===== src/design/srp_pkg.sv =====
package srp_pkg;

  // field and register widths
  localparam int DelayW   = 16;
  localparam int CountW   = 32;
  localparam int RampW    = 31;
  localparam int CfgDataW = 31;
  localparam int CfgIdxW  = 2;
  localparam int OpW      = 2;
  localparam int PhaseW   = 2;
  localparam int InDataW  = 32;
  localparam int OutDataW = 24;

  // divider: 33-bit dividend magnitude, one quotient bit per cycle
  localparam int NumMagW  = 33;
  localparam int DivCntW  = 6;
  localparam logic [DivCntW-1:0] DivLastCnt = DivCntW'(NumMagW - 1);

  // operation codes
  localparam logic [OpW-1:0] OP_START = 2'd0;
  localparam logic [OpW-1:0] OP_TICK  = 2'd1;
  localparam logic [OpW-1:0] OP_STOP  = 2'd2;

  // register indexes
  localparam logic [CfgIdxW-1:0] CFG_FIRST_DELAY = 2'd0;
  localparam logic [CfgIdxW-1:0] CFG_RAMP_STEPS  = 2'd1;
  localparam logic [CfgIdxW-1:0] CFG_FLOOR_DELAY = 2'd2;

  typedef enum logic [PhaseW-1:0] {
    PH_IDLE   = 2'd0,
    PH_ACCEL  = 2'd1,
    PH_CRUISE = 2'd2,
    PH_DECEL  = 2'd3
  } phase_t;

  typedef struct packed {
    logic capture;
    logic prep;
    logic div_step;
    logic fix;
    logic commit;
  } srp_cmd_t;

  typedef struct packed {
    logic need_div;
    logic div_last;
    logic out_free;
  } srp_status_t;

endpackage


===== src/design/srp_ctrl.sv =====
module srp_ctrl (
  input  logic                clk,
  input  logic                rst,
  input  logic                in_valid,
  output logic                in_ready,
  input  srp_pkg::srp_status_t status,
  output srp_pkg::srp_cmd_t   cmd
);
  import srp_pkg::*;

  typedef enum logic [4:0] {
    ST_IDLE   = 5'b00001,
    ST_PREP   = 5'b00010,
    ST_DIV    = 5'b00100,
    ST_FIX    = 5'b01000,
    ST_COMMIT = 5'b10000
  } state_t;

  state_t state, state_next;

  always_ff @(posedge clk) begin
    if (rst) begin
      state <= ST_IDLE;
    end else begin
      state <= state_next;
    end
  end

  assign in_ready = (state == ST_IDLE);

  always_comb begin
    state_next = state;
    cmd        = '0;
    unique case (state)
      ST_IDLE: begin
        if (in_valid) begin
          cmd.capture = 1'b1;
          state_next  = ST_PREP;
        end
      end
      ST_PREP: begin
        cmd.prep   = 1'b1;
        state_next = status.need_div ? ST_DIV : ST_COMMIT;
      end
      ST_DIV: begin
        cmd.div_step = 1'b1;
        if (status.div_last) begin
          state_next = ST_FIX;
        end
      end
      ST_FIX: begin
        cmd.fix    = 1'b1;
        state_next = ST_COMMIT;
      end
      ST_COMMIT: begin
        if (status.out_free) begin
          cmd.commit = 1'b1;
          state_next = ST_IDLE;
        end
      end
      default: begin
        state_next = ST_IDLE;
      end
    endcase
  end

endmodule


===== src/design/srp_datapath.sv =====
module srp_datapath (
  input  logic                          clk,
  input  logic                          rst,
  input  srp_pkg::srp_cmd_t             cmd,
  output srp_pkg::srp_status_t          status,
  input  logic [srp_pkg::OpW-1:0]       in_op,
  input  logic [srp_pkg::CountW-1:0]    in_len,
  input  logic                          cfg_we,
  input  logic [srp_pkg::CfgIdxW-1:0]   cfg_index,
  input  logic [srp_pkg::CfgDataW-1:0]  cfg_data,
  output logic                          out_valid,
  input  logic                          out_ready,
  output logic [srp_pkg::OutDataW-1:0]  out_data,
  output logic                          out_last
);
  import srp_pkg::*;

  // config
  logic [DelayW-1:0] first_delay;
  logic [RampW-1:0]  ramp_steps;
  logic [DelayW-1:0] floor_delay;

  // captured item
  logic [OpW-1:0]    op_q;
  logic [CountW-1:0] len_q;

  // profile state
  logic [CountW-1:0] step_total, step_index, ramp_count, carry_rem;
  logic [CountW-1:0] accel_end, decel_begin;
  logic [DelayW-1:0] cur_delay;
  phase_t            mode;
  logic              trap_flag;

  logic [CountW-1:0] step_total_next, step_index_next, ramp_count_next, carry_rem_next;
  logic [CountW-1:0] accel_end_next, decel_begin_next;
  logic [DelayW-1:0] cur_delay_next;
  phase_t            mode_next;
  logic              trap_flag_next;
  logic              done_next;

  // incremented counters, registered in prep
  logic [CountW-1:0] si_inc, rc_inc;

  // divider
  logic                num_neg, den_neg;
  logic [CountW-1:0]   dmag;
  logic [NumMagW-1:0]  quo;
  logic [CountW-1:0]   rem;
  logic [DivCntW-1:0]  div_cnt;
  logic [NumMagW:0]    q_s;     // signed quotient
  logic [CountW-1:0]   r_s;     // signed remainder

  logic [NumMagW:0]    num_w;
  logic [NumMagW:0]    num_neg_w;
  logic [CountW-1:0]   den_w;
  logic [NumMagW-1:0]  sh;
  logic                ge;

  logic [NumMagW+2:0]  nd;
  logic [DelayW-1:0]   nd_sat;

  // config writes
  always_ff @(posedge clk) begin
    if (rst) begin
      first_delay <= '1;
      ramp_steps  <= '0;
      floor_delay <= '0;
    end else if (cfg_we) begin
      unique case (cfg_index)
        CFG_FIRST_DELAY: first_delay <= cfg_data[DelayW-1:0];
        CFG_RAMP_STEPS:  ramp_steps  <= cfg_data[RampW-1:0];
        CFG_FLOOR_DELAY: floor_delay <= cfg_data[DelayW-1:0];
        default: ;
      endcase
    end
  end

  always_ff @(posedge clk) begin
    if (cmd.capture) begin
      op_q  <= in_op;
      len_q <= in_len;
    end
  end

  assign status.need_div = (op_q == OP_TICK) && ((mode == PH_ACCEL) || (mode == PH_DECEL));
  assign status.div_last = (div_cnt == DivLastCnt);
  assign status.out_free = !out_valid || out_ready;

  // operands: num = 2*delay + rem, den = 4*n + 1 (mod 2^32)
  assign num_w     = {{(NumMagW-DelayW){1'b0}}, cur_delay, 1'b0}
                   + {{2{carry_rem[CountW-1]}}, carry_rem};
  assign num_neg_w = '0 - num_w;
  assign den_w     = {ramp_count[CountW-3:0], 2'b01};

  assign sh = {rem, quo[NumMagW-1]};
  assign ge = (sh >= {1'b0, dmag});

  always_ff @(posedge clk) begin
    if (cmd.prep) begin
      si_inc  <= step_index + CountW'(1);
      rc_inc  <= ramp_count + CountW'(1);
      num_neg <= num_w[NumMagW];
      den_neg <= den_w[CountW-1];
      quo     <= num_w[NumMagW] ? num_neg_w[NumMagW-1:0] : num_w[NumMagW-1:0];
      dmag    <= den_w[CountW-1] ? ('0 - den_w) : den_w;
      rem     <= '0;
      div_cnt <= '0;
    end else if (cmd.div_step) begin
      rem     <= ge ? CountW'(sh - {1'b0, dmag}) : sh[CountW-1:0];
      quo     <= {quo[NumMagW-2:0], ge};
      div_cnt <= div_cnt + DivCntW'(1);
    end
    if (cmd.fix) begin
      q_s <= (num_neg ^ den_neg) ? ('0 - {1'b0, quo}) : {1'b0, quo};
      r_s <= num_neg ? ('0 - rem) : rem;
    end
  end

  // delay update with saturation at floor and at full scale
  assign nd = {{(NumMagW+3-DelayW){1'b0}}, cur_delay} - {{2{q_s[NumMagW]}}, q_s};

  always_comb begin
    if ($signed(nd) < $signed({{(NumMagW+3-DelayW){1'b0}}, floor_delay})) begin
      nd_sat = floor_delay;
    end else if ($signed(nd) > $signed({{(NumMagW+3-DelayW){1'b0}}, {DelayW{1'b1}}})) begin
      nd_sat = '1;
    end else begin
      nd_sat = nd[DelayW-1:0];
    end
  end

  always_comb begin
    step_total_next  = step_total;
    step_index_next  = step_index;
    ramp_count_next  = ramp_count;
    carry_rem_next   = carry_rem;
    accel_end_next   = accel_end;
    decel_begin_next = decel_begin;
    cur_delay_next   = cur_delay;
    mode_next        = mode;
    trap_flag_next   = trap_flag;
    done_next        = 1'b0;
    case (op_q)
      OP_START: begin
        step_total_next = len_q;
        step_index_next = '0;
        ramp_count_next = CountW'(1);
        carry_rem_next  = '0;
        if ({ramp_steps, 1'b0} < len_q) begin
          trap_flag_next   = 1'b1;
          accel_end_next   = {1'b0, ramp_steps};
          decel_begin_next = len_q - {1'b0, ramp_steps};
        end else begin
          trap_flag_next   = 1'b0;
          accel_end_next   = len_q >> 1;
          decel_begin_next = len_q - (len_q >> 1);
        end
        cur_delay_next = first_delay;
        mode_next      = PH_ACCEL;
      end
      OP_TICK: begin
        step_index_next = si_inc;
        case (mode)
          PH_ACCEL: begin
            cur_delay_next  = nd_sat;
            carry_rem_next  = r_s;
            ramp_count_next = rc_inc;
            if (trap_flag) begin
              if (si_inc >= accel_end) begin
                mode_next = PH_CRUISE;
              end
            end else if (si_inc >= decel_begin) begin
              mode_next       = PH_DECEL;
              ramp_count_next = '0 - rc_inc;
            end
          end
          PH_CRUISE: begin
            if (si_inc >= decel_begin) begin
              mode_next       = PH_DECEL;
              ramp_count_next = '0 - ramp_count;
            end
          end
          PH_DECEL: begin
            cur_delay_next  = nd_sat;
            carry_rem_next  = r_s;
            ramp_count_next = rc_inc;
            if (si_inc >= step_total) begin
              mode_next = PH_IDLE;
              done_next = 1'b1;
            end
          end
          default: ;
        endcase
      end
      OP_STOP: begin
        mode_next = PH_IDLE;
      end
      default: ;
    endcase
  end

  always_ff @(posedge clk) begin
    if (rst) begin
      step_total  <= '0;
      step_index  <= '0;
      ramp_count  <= CountW'(1);
      carry_rem   <= '0;
      accel_end   <= '0;
      decel_begin <= '0;
      cur_delay   <= '0;
      mode        <= PH_IDLE;
      trap_flag   <= 1'b0;
    end else if (cmd.commit) begin
      step_total  <= step_total_next;
      step_index  <= step_index_next;
      ramp_count  <= ramp_count_next;
      carry_rem   <= carry_rem_next;
      accel_end   <= accel_end_next;
      decel_begin <= decel_begin_next;
      cur_delay   <= cur_delay_next;
      mode        <= mode_next;
      trap_flag   <= trap_flag_next;
    end
  end

  // output register
  always_ff @(posedge clk) begin
    if (rst) begin
      out_valid <= 1'b0;
    end else if (cmd.commit) begin
      out_valid <= 1'b1;
    end else if (out_ready) begin
      out_valid <= 1'b0;
    end
  end

  always_ff @(posedge clk) begin
    if (cmd.commit) begin
      out_data <= {{(OutDataW-DelayW-PhaseW-1){1'b0}}, trap_flag_next,
                   PhaseW'(mode_next), cur_delay_next};
      out_last <= done_next;
    end
  end

endmodule


===== src/design/stepper_ramp_profile_unit.sv =====
// Sequence: start, stop, idle or cruise tick: capture, operand prep, then commit into the output register;
//   accelerate or decelerate tick: capture, prep, the 33-step serial divider, sign fixup, then commit.
// Items: one at a time; commit waits until the output register is free, and the next input
//   transfer is taken once the current result is in the output register.
// Reset (rst, synchronous, active high): phase idle, counters cleared, ramp count 1,
//   registers back to first_delay 65535, ramp_steps 0, floor_delay 0.
module stepper_ramp_profile_unit (
  input  logic                          clk,
  input  logic                          rst,
  // input stream
  input  logic                          s_axis_tvalid,
  output logic                          s_axis_tready,
  input  logic [srp_pkg::InDataW-1:0]   s_axis_tdata,   // [31:0] move_length
  input  logic [srp_pkg::OpW-1:0]       s_axis_tuser,   // [1:0] operation
  // result stream
  output logic                          m_axis_tvalid,
  input  logic                          m_axis_tready,
  output logic [srp_pkg::OutDataW-1:0]  m_axis_tdata,   // [15:0] period, [17:16] phase,
                                                        // [18] is_trapezoid, [23:19] zero
  output logic                          m_axis_tlast,   // move_done
  // register writes
  input  logic                          cfg_we,
  input  logic [srp_pkg::CfgIdxW-1:0]   cfg_index,
  input  logic [srp_pkg::CfgDataW-1:0]  cfg_data
);
  import srp_pkg::*;

  srp_cmd_t    cmd;
  srp_status_t status;

  // Controller sequences capture, operand prep, divide, sign fixup and commit.
  srp_ctrl u_ctrl (
    .clk      (clk),
    .rst      (rst),
    .in_valid (s_axis_tvalid),
    .in_ready (s_axis_tready),
    .status   (status),
    .cmd      (cmd)
  );

  // Datapath holds the profile state, the serial divider and the output register.
  // Delay recurrence: q = (2*delay + rem) / (4n+1), truncated toward zero,
  // remainder carried; new delay saturates at floor_delay and 65535.
  srp_datapath u_dp (
    .clk       (clk),
    .rst       (rst),
    .cmd       (cmd),
    .status    (status),
    .in_op     (s_axis_tuser),
    .in_len    (s_axis_tdata),
    .cfg_we    (cfg_we),
    .cfg_index (cfg_index),
    .cfg_data  (cfg_data),
    .out_valid (m_axis_tvalid),
    .out_ready (m_axis_tready),
    .out_data  (m_axis_tdata),
    .out_last  (m_axis_tlast)
  );

endmodule


===== config.mk =====
export PLATFORM = sky130hd
export DESIGN_NAME = stepper_ramp_profile_unit
export DESIGN_NICKNAME = d
export VERILOG_FILES = /design/src/design/srp_pkg.sv /design/src/design/srp_ctrl.sv /design/src/design/srp_datapath.sv /design/src/design/stepper_ramp_profile_unit.sv
export SDC_FILE = /design/constraint.sdc
export NUM_CORES = 2
export LEC_CHECK = 0
export ABC_AREA = 1
export BUFFER_PORTS_ARGS = -buffer_cell sky130_fd_sc_hd__buf_4
export CAP_MARGIN = 30
export CORE_ASPECT_RATIO = 0.7
export CORE_MARGIN = 5
export CORE_UTILIZATION = 38
export CTS_CLUSTER_SIZE = 30
export DETAILED_ROUTE_END_ITERATION = 10
export HOLD_SLACK_MARGIN = 0.1
export PLACE_DENSITY_LB_ADDON = 0.08
export SYNTH_ARGS = -nofsm -noshare
export SYNTH_HDL_FRONTEND = slang
export SYNTH_SLANG_ARGS = --single-unit
export TNS_END_PERCENT = 20

===== constraint.sdc =====
create_clock -name clk -period 5.7 [get_ports clk]
set_clock_uncertainty 0.15 [all_clocks]
set_input_delay 0 -clock clk [delete_from_list [all_inputs] [get_ports clk]]
set_output_delay 0 -clock clk [all_outputs]
set_load 0.02 [all_outputs]

Word level (Yosys, flattened, before mapping)
Cells that the tools add are included.
W data, S select, Z words.

word-level totals
  register bits after elaboration = 569
  input port bits = 72
  output and inout bits = 27
  logic and storage cells = 134

cells by class
  $add $sub $neg = 14
  $lt $le $gt $ge = 7
  equal/unequal tests = 19
  multiplexer cells = 44
  bitwise gates (word level) = 1
  reductions and logical operators = 19

operator list
  cell                     number
  $mux W32                 7
  $pmux W32 S2             3
  $mux W33                 4
  $sub A1 B32 Y32 const A  4
  $ge A32 B32 Y1           3
  $pmux W32 S3             1
  $add A32 B1 Y32 const B  2
  $sub A32 B31 Y32         2
  $mux W31                 2
  $mux W16                 3
  $gt A36 B17 Y1 const B   1
  $lt A36 B17 Y1           1
  $sub A17 B34 Y35         1
  $sub A1 B33 Y34 const A  1
  $add A18 B32 Y33         1
  $ge A33 B32 Y1           1
  $sub A1 B33 Y33 const A  1
  $lt A32 B32 Y1           1
  $pmux W16 S2             1
  $sub A32 B32 Y32         1
  $pmux W5 S5              1
  $mux W5                  4
  $mux W1                  12
  $pmux W2 S3              2
  other kinds (23)         44

Depth between registers and ports, before layout
  depth after elaboration = 6
  gate-level depth with buffers = 29
  gate-level depth less buffers = 28

Cells and area by module
Synthesis repeated with hierarchy kept, for this count alone.

unflattened totals
  cell total of the unflattened synthesis = 4867
  area, all modules = 36651.4 sq um

modules (own cells, without submodules)
  module        times used  cells an instance  area each (sq um)  seq. area each (sq um)
  srp_datapath  1           4821               36327.3            13653.1
  srp_ctrl      1           46                 324.1              100.1

Worst setup path before layout
No wires, ideal clock.

  path type = register -> register
  from = register u_ctrl.state[1]
  to = register u_ctrl.state[0]
  arrival time = 5.680 ns
  data required time = 5.406 ns
  slack = -0.275 ns
  cell stages (with the launch flop) = 7
  cells stage by stage = dfxtp_1 nor2_1 nand2_1 nor3_1 inv_1 nand3_1 o221ai_1

between the ends
  word-level cells in the longest chain between the ends = 3
  elaborated cells on any way between the ends = 10
  classes of those cells = eq/ne: 8; mux: 1; reduce/logical: 1

ends and longest elaborated chain
  what                                        line            RTL
  start: declaration                          srp_ctrl.sv:19  state_t state, state_next;
  start signal: assignment                    srp_ctrl.sv:25  state <= state_next;
  $eq A5 B3 Y1, or another cell as far along  srp_ctrl.sv:34  unique case (state)
  $ne A2 B2 Y1 (no line)                      -
  $reduce_and A3 Y1 (no line)                 -

Several ways; a longest one is shown, not always the timed one.
A chain may end at the register's enable or synchronous reset.

Worst setup path in the final report
  from = register u_dp.len_q[17]
  to = register u_dp.decel_begin[22]

between the ends
  word-level cells in the longest chain between the ends = 2
  elaborated cells on any way between the ends = 4
  classes of those cells = add/sub: 2; order compare: 1; mux: 1

ends and longest elaborated chain
  what                                            line                 RTL
  start: declaration                              srp_datapath.sv:25   logic [CountW-1:0] len_q;
  start signal: assignment                        srp_datapath.sv:81   len_q <= in_len;
  $sub A32 B31 Y32, or another cell as far along  srp_datapath.sv:156  decel_begin_next = len_q - (len_q >> 1);
  $mux W32 (*)                                    srp_datapath.sv:149  if ({ramp_steps, 1'b0} < len_q) begin
  end signal: assignment                          srp_datapath.sv:219  decel_begin <= decel_begin_next;
  end: declaration                                srp_datapath.sv:29   logic [CountW-1:0] accel_end, decel_begin;

Every way passes the cells marked *; elsewhere a longest branch is shown, timed or not.

==> Implementation_results.wiki <==
{| class="wikitable"
! Metric !! Value
|-
| Total global-route track usage || 0.2220
|-
| Setup-failing EPs final || 0
|-
| Total power after layout || 11.68 mW
|-
| Cells along the critical path || inv_1 -> ha_1 -> a21oi_1 -> nor2_1 -> a211oi_1 -> o221ai_1 -> a21oi_1 -> nand2_2 -> buf_4 -> nand2_1 -> o21ai_0 -> ha_1 -> nand2_1 -> nor2_1 -> inv_1 -> o21ai_0 -> a21oi_1 -> o21ai_0 -> a31oi_1 -> o21ai_0 -> xor2_1 -> o21ai_0 -> inv_1
|-
| Top Family by Delay on Critical Path || compound AO/OA/AOI/OAI gates
|-
| Maximum fanout along the worst path || 24
|-
| First-pass DRT Iterations || 6
|-
| Max Clock Freq || roughly 200 MHz
|-
| Most repeated library cell on the critical path || o21ai_0
|-
| Maximum root-to-sink buffer count || 3
|-
| RSZ-0062 raised after global routing || false
|-
| Most common library cell in the layout ignoring fill and taps || nand2_1
|-
| Die Outline Area || around 100000 um2
|-
| DRC violation total after the first TritonRoute iteration || 2696
|-
| Top-level I/O count || 99
|-
| Crit path largest cell delay || around 400 ps
|-
| Syn Std Cell Area || approximately 37000 um2
|-
| Async set-reset flop share out of synthesis || 0
|-
| Gate count after technology mapping || 4954
|-
| Highest-delay cell along the critical path || edfxtp_1
|-
| Number of maximum-capacitance violations || 0
|-
| Number of synthesis warnings || 0
|-
| GR Overflow Total || 0
|-
| Power per Cell Area || 273.2 nW/um2
|-
| CP Buf/Inv Count || 4
|-
| Sequential element share of the synthesized area || 0.3693
|-
| Maximum number of pins on one net before global-route repair || 130
|-
| Std-Cell Rows || 96
|-
| Result of the run || complete, no violations
|-
| RePlAce Congestion || approximately 0.9
|-
| Max-slew headroom || 0.3087
|-
| Antenna violations before repair || 2
|-
| Slew Viols, Final || 0
|-
| Detail Placement HPWL || 89630 um
|-
| Vias after detailed routing || ~33000
|-
| Worst R2R Setup Slack || 710 ps
|-
| Via count of the first global-routing pass || 30700
|-
| Layout fillers || 9870
|-
| Number of sinks handled by clock tree synthesis || 563
|-
| Cell at the root of the clock tree || clkbuf_16
|-
| Inserted Clock Buffers || 60
|-
| Global-route wire length before repair || 183100 um
|-
| DRC violation count after routing || 0
|-
| Initial core utilization || 0.3813
|-
| Antenna Nets Post-Route || 0
|-
| Worst voltage drop across the vdd grid || 252.8 uV
|-
| Number of storage elements in the synthesis netlist || roughly 560
|-
| Share of layout cells above drive strength 1 || 0.08509
|-
| TritonCTS clock tree || built
|-
| Primary FF master, synth || dfxtp_1
|-
| Number of synthesized flops with an enable pin || approximately 250
|-
| Type of destination of the critical path || flip-flop
|-
| Clock H-tree levels || 2
|-
| Crit Path Class || reg2reg
|-
| Y dimension of the die || 271.9 um
|-
| Core footprint || 97650 um2
|-
| Post-DR vias/cell || 5.051
|-
| Clock transition at the registers of the reported paths || 70 ps
|-
| Wire length reported by the detailed router || between 100000 and 150000 um
|-
| Post-Synthesis Mean Instance Area || roughly 7.5 um2
|-
| Minimum period implied by the final worst setup slack || 4990 ps
|-
| Tightest Pin Transition || 1037 ps
|-
| Data arrival time of the critical path || between 5000 and 6000 ps
|-
| Number of library cell types mapped by synthesis || 69
|-
| Count of buffers inserted at the top-level ports || 93
|-
| Highest-count cells in the layout ignoring fill and taps || 1029 x nand2_1, 692 x inv_1, 425 x a21oi_1, 360 x nor2_1, 314 x dfxtp_1
|-
| Die outline width || 384.2 um
|-
| Number of nets in the final layout || 5453
|-
| Required time of the critical path || 6110 ps
|-
| Hold/Removal Path Class || in2reg
|-
| Synthesis-to-finish area growth || 14.78%
|-
| Routed wire per std cell || 18.28 um
|-
| Leakage dissipation || 18.69 nW
|-
| Sum of negative setup slack || 0 ps
|-
| Number of endpoints with negative hold slack in the final report || 0
|-
| Critical Path Source Type || flip-flop
|-
| Source-to-sink clock delay at the later pin of the worst-skew pair || 670 ps
|-
| Fin crit share || 0.8754
|}
## metal layers
metal,wire length (um),vias to the layer above,part of all wire,global-route usage
li1,-,16740,-,-
met1,65610,15260,0.55,0.3679
met5,0,-,0,0
met3,7794,113,0.066,0.03781
met4,1925,0,0.016,0.04073
met2,43610,760,0.37,0.2940
## per-stage QoR
| step | utilization | setup WS, ps | cell area [um2] | hold WS, ps | cells |
|---|---|---|---|---|---|
| floorplan | - | 1169 | 37260 | -51.13 | 4959 |
| global placement | 0.3998 | 859.1 | 39040 | 29.52 | 6227 |
| detailed placement | 0.4003 | 692.6 | 39090 | 31.42 | 6229 |
| CTS | 0.4377 | 689.5 | 42740 | 101.4 | 6506 |
| global route | 0.4377 | 199.3 | 42740 | 151.6 | 6507 |
| finish | 0.4377 | 710.0 | 42740 | 150.9 | 6507 |
## power by group
group | leakage [nW] | switching [mW] | internal [mW]
clock | 0.961 | 1.77 | 2.31
combinational | 12.9 | 1.88 | 1.01
sequential | 4.82 | 0.210 | 4.51
## cells in the mapped netlist (50+ instances only)
cell,count,area (um2)
nand4_1,90,563.0
xor2_1,212,1857
nand2_1,1030,3866
dfxtp_1,315,6306
xnor2_1,50,437.9
nor2_1,364,1366
nor3_1,75,375.4
a21oi_1,425,2127
edfxtp_1,248,7447
o21ai_0,280,1401
clkbuf_1,119,446.7
ha_1,245,3065
inv_1,694,2605
nand3_1,299,1496
## final cells by class
type / count / area (um2) / share of cell area
Multi-Input combinational cell: 3493 / 19960 / 0.4669
Sequential cell: 563 / 13750 / 0.3218
Inverter: 722 / 2713 / 0.06346
Timing Repair Buffer: 292 / 2651 / 0.06203
Clock buffer: 82 / 1697 / 0.03969
Tap cell: 1323 / 1655 / 0.03873
Clock inverter: 31 / 311.5 / 0.007289
Antenna cell: 1 / 2.502 / 0.00005855
## tightest hold or removal path: stages
cell and delay [ps]:
dlygate4sd3_1 530, buf_4 150, o21ai_0 110, a21oi_1 120
## worst paths after layout
kind / end / depth (start not counted) / from
max: u_dp.decel_begin[22] / 23 / u_dp.len_q[17]
min: u_dp.floor_delay[15] / 4 / cfg_data[15]
max reg2reg: u_dp.decel_begin[22] / 23 / u_dp.len_q[17]
min reg2reg: u_dp.q_s[0] / 0 / u_dp.quo[0]
## sequential cells by signal, summed over array words and instances, names as in the netlist, 31 cells and up
name / count
u_dp.decel_begin: 32
u_dp.quo: 33
u_dp.len_q: 32
u_dp.step_index: 32
u_dp.carry_rem: 32
u_dp.step_total: 32
u_dp.rem: 32
u_dp.ramp_steps: 31
u_dp.dmag: 31
u_dp.si_inc: 32
u_dp.q_s: 34
u_dp.r_s: 32
u_dp.accel_end: 31
## timing repair
item | in CTS | in global routing
hold endpoints to repair | 170 | 0
buffers inserted | 0 | 0
resized for setup | 0 | 0
hold buffers | 164 | 0
endpoints found under the setup margin | 0 | 0
## cells by family (layout without fill, tap and decap cells)
logic type,Yosys count,in the layout,share of synthesized area
AOI/OAI and AO/OA,900,900,0.1332
and+or+nand+nor,2072,2072,0.2528
DFF,563,563,0.3693
adders and majority gates,249,249,0.08447
other,1,7,0.0001007
xor gates and xnor gates,266,266,0.06337
buffers and inverters,903,1127,0.09673
Power figures use the tool's default switching activity.
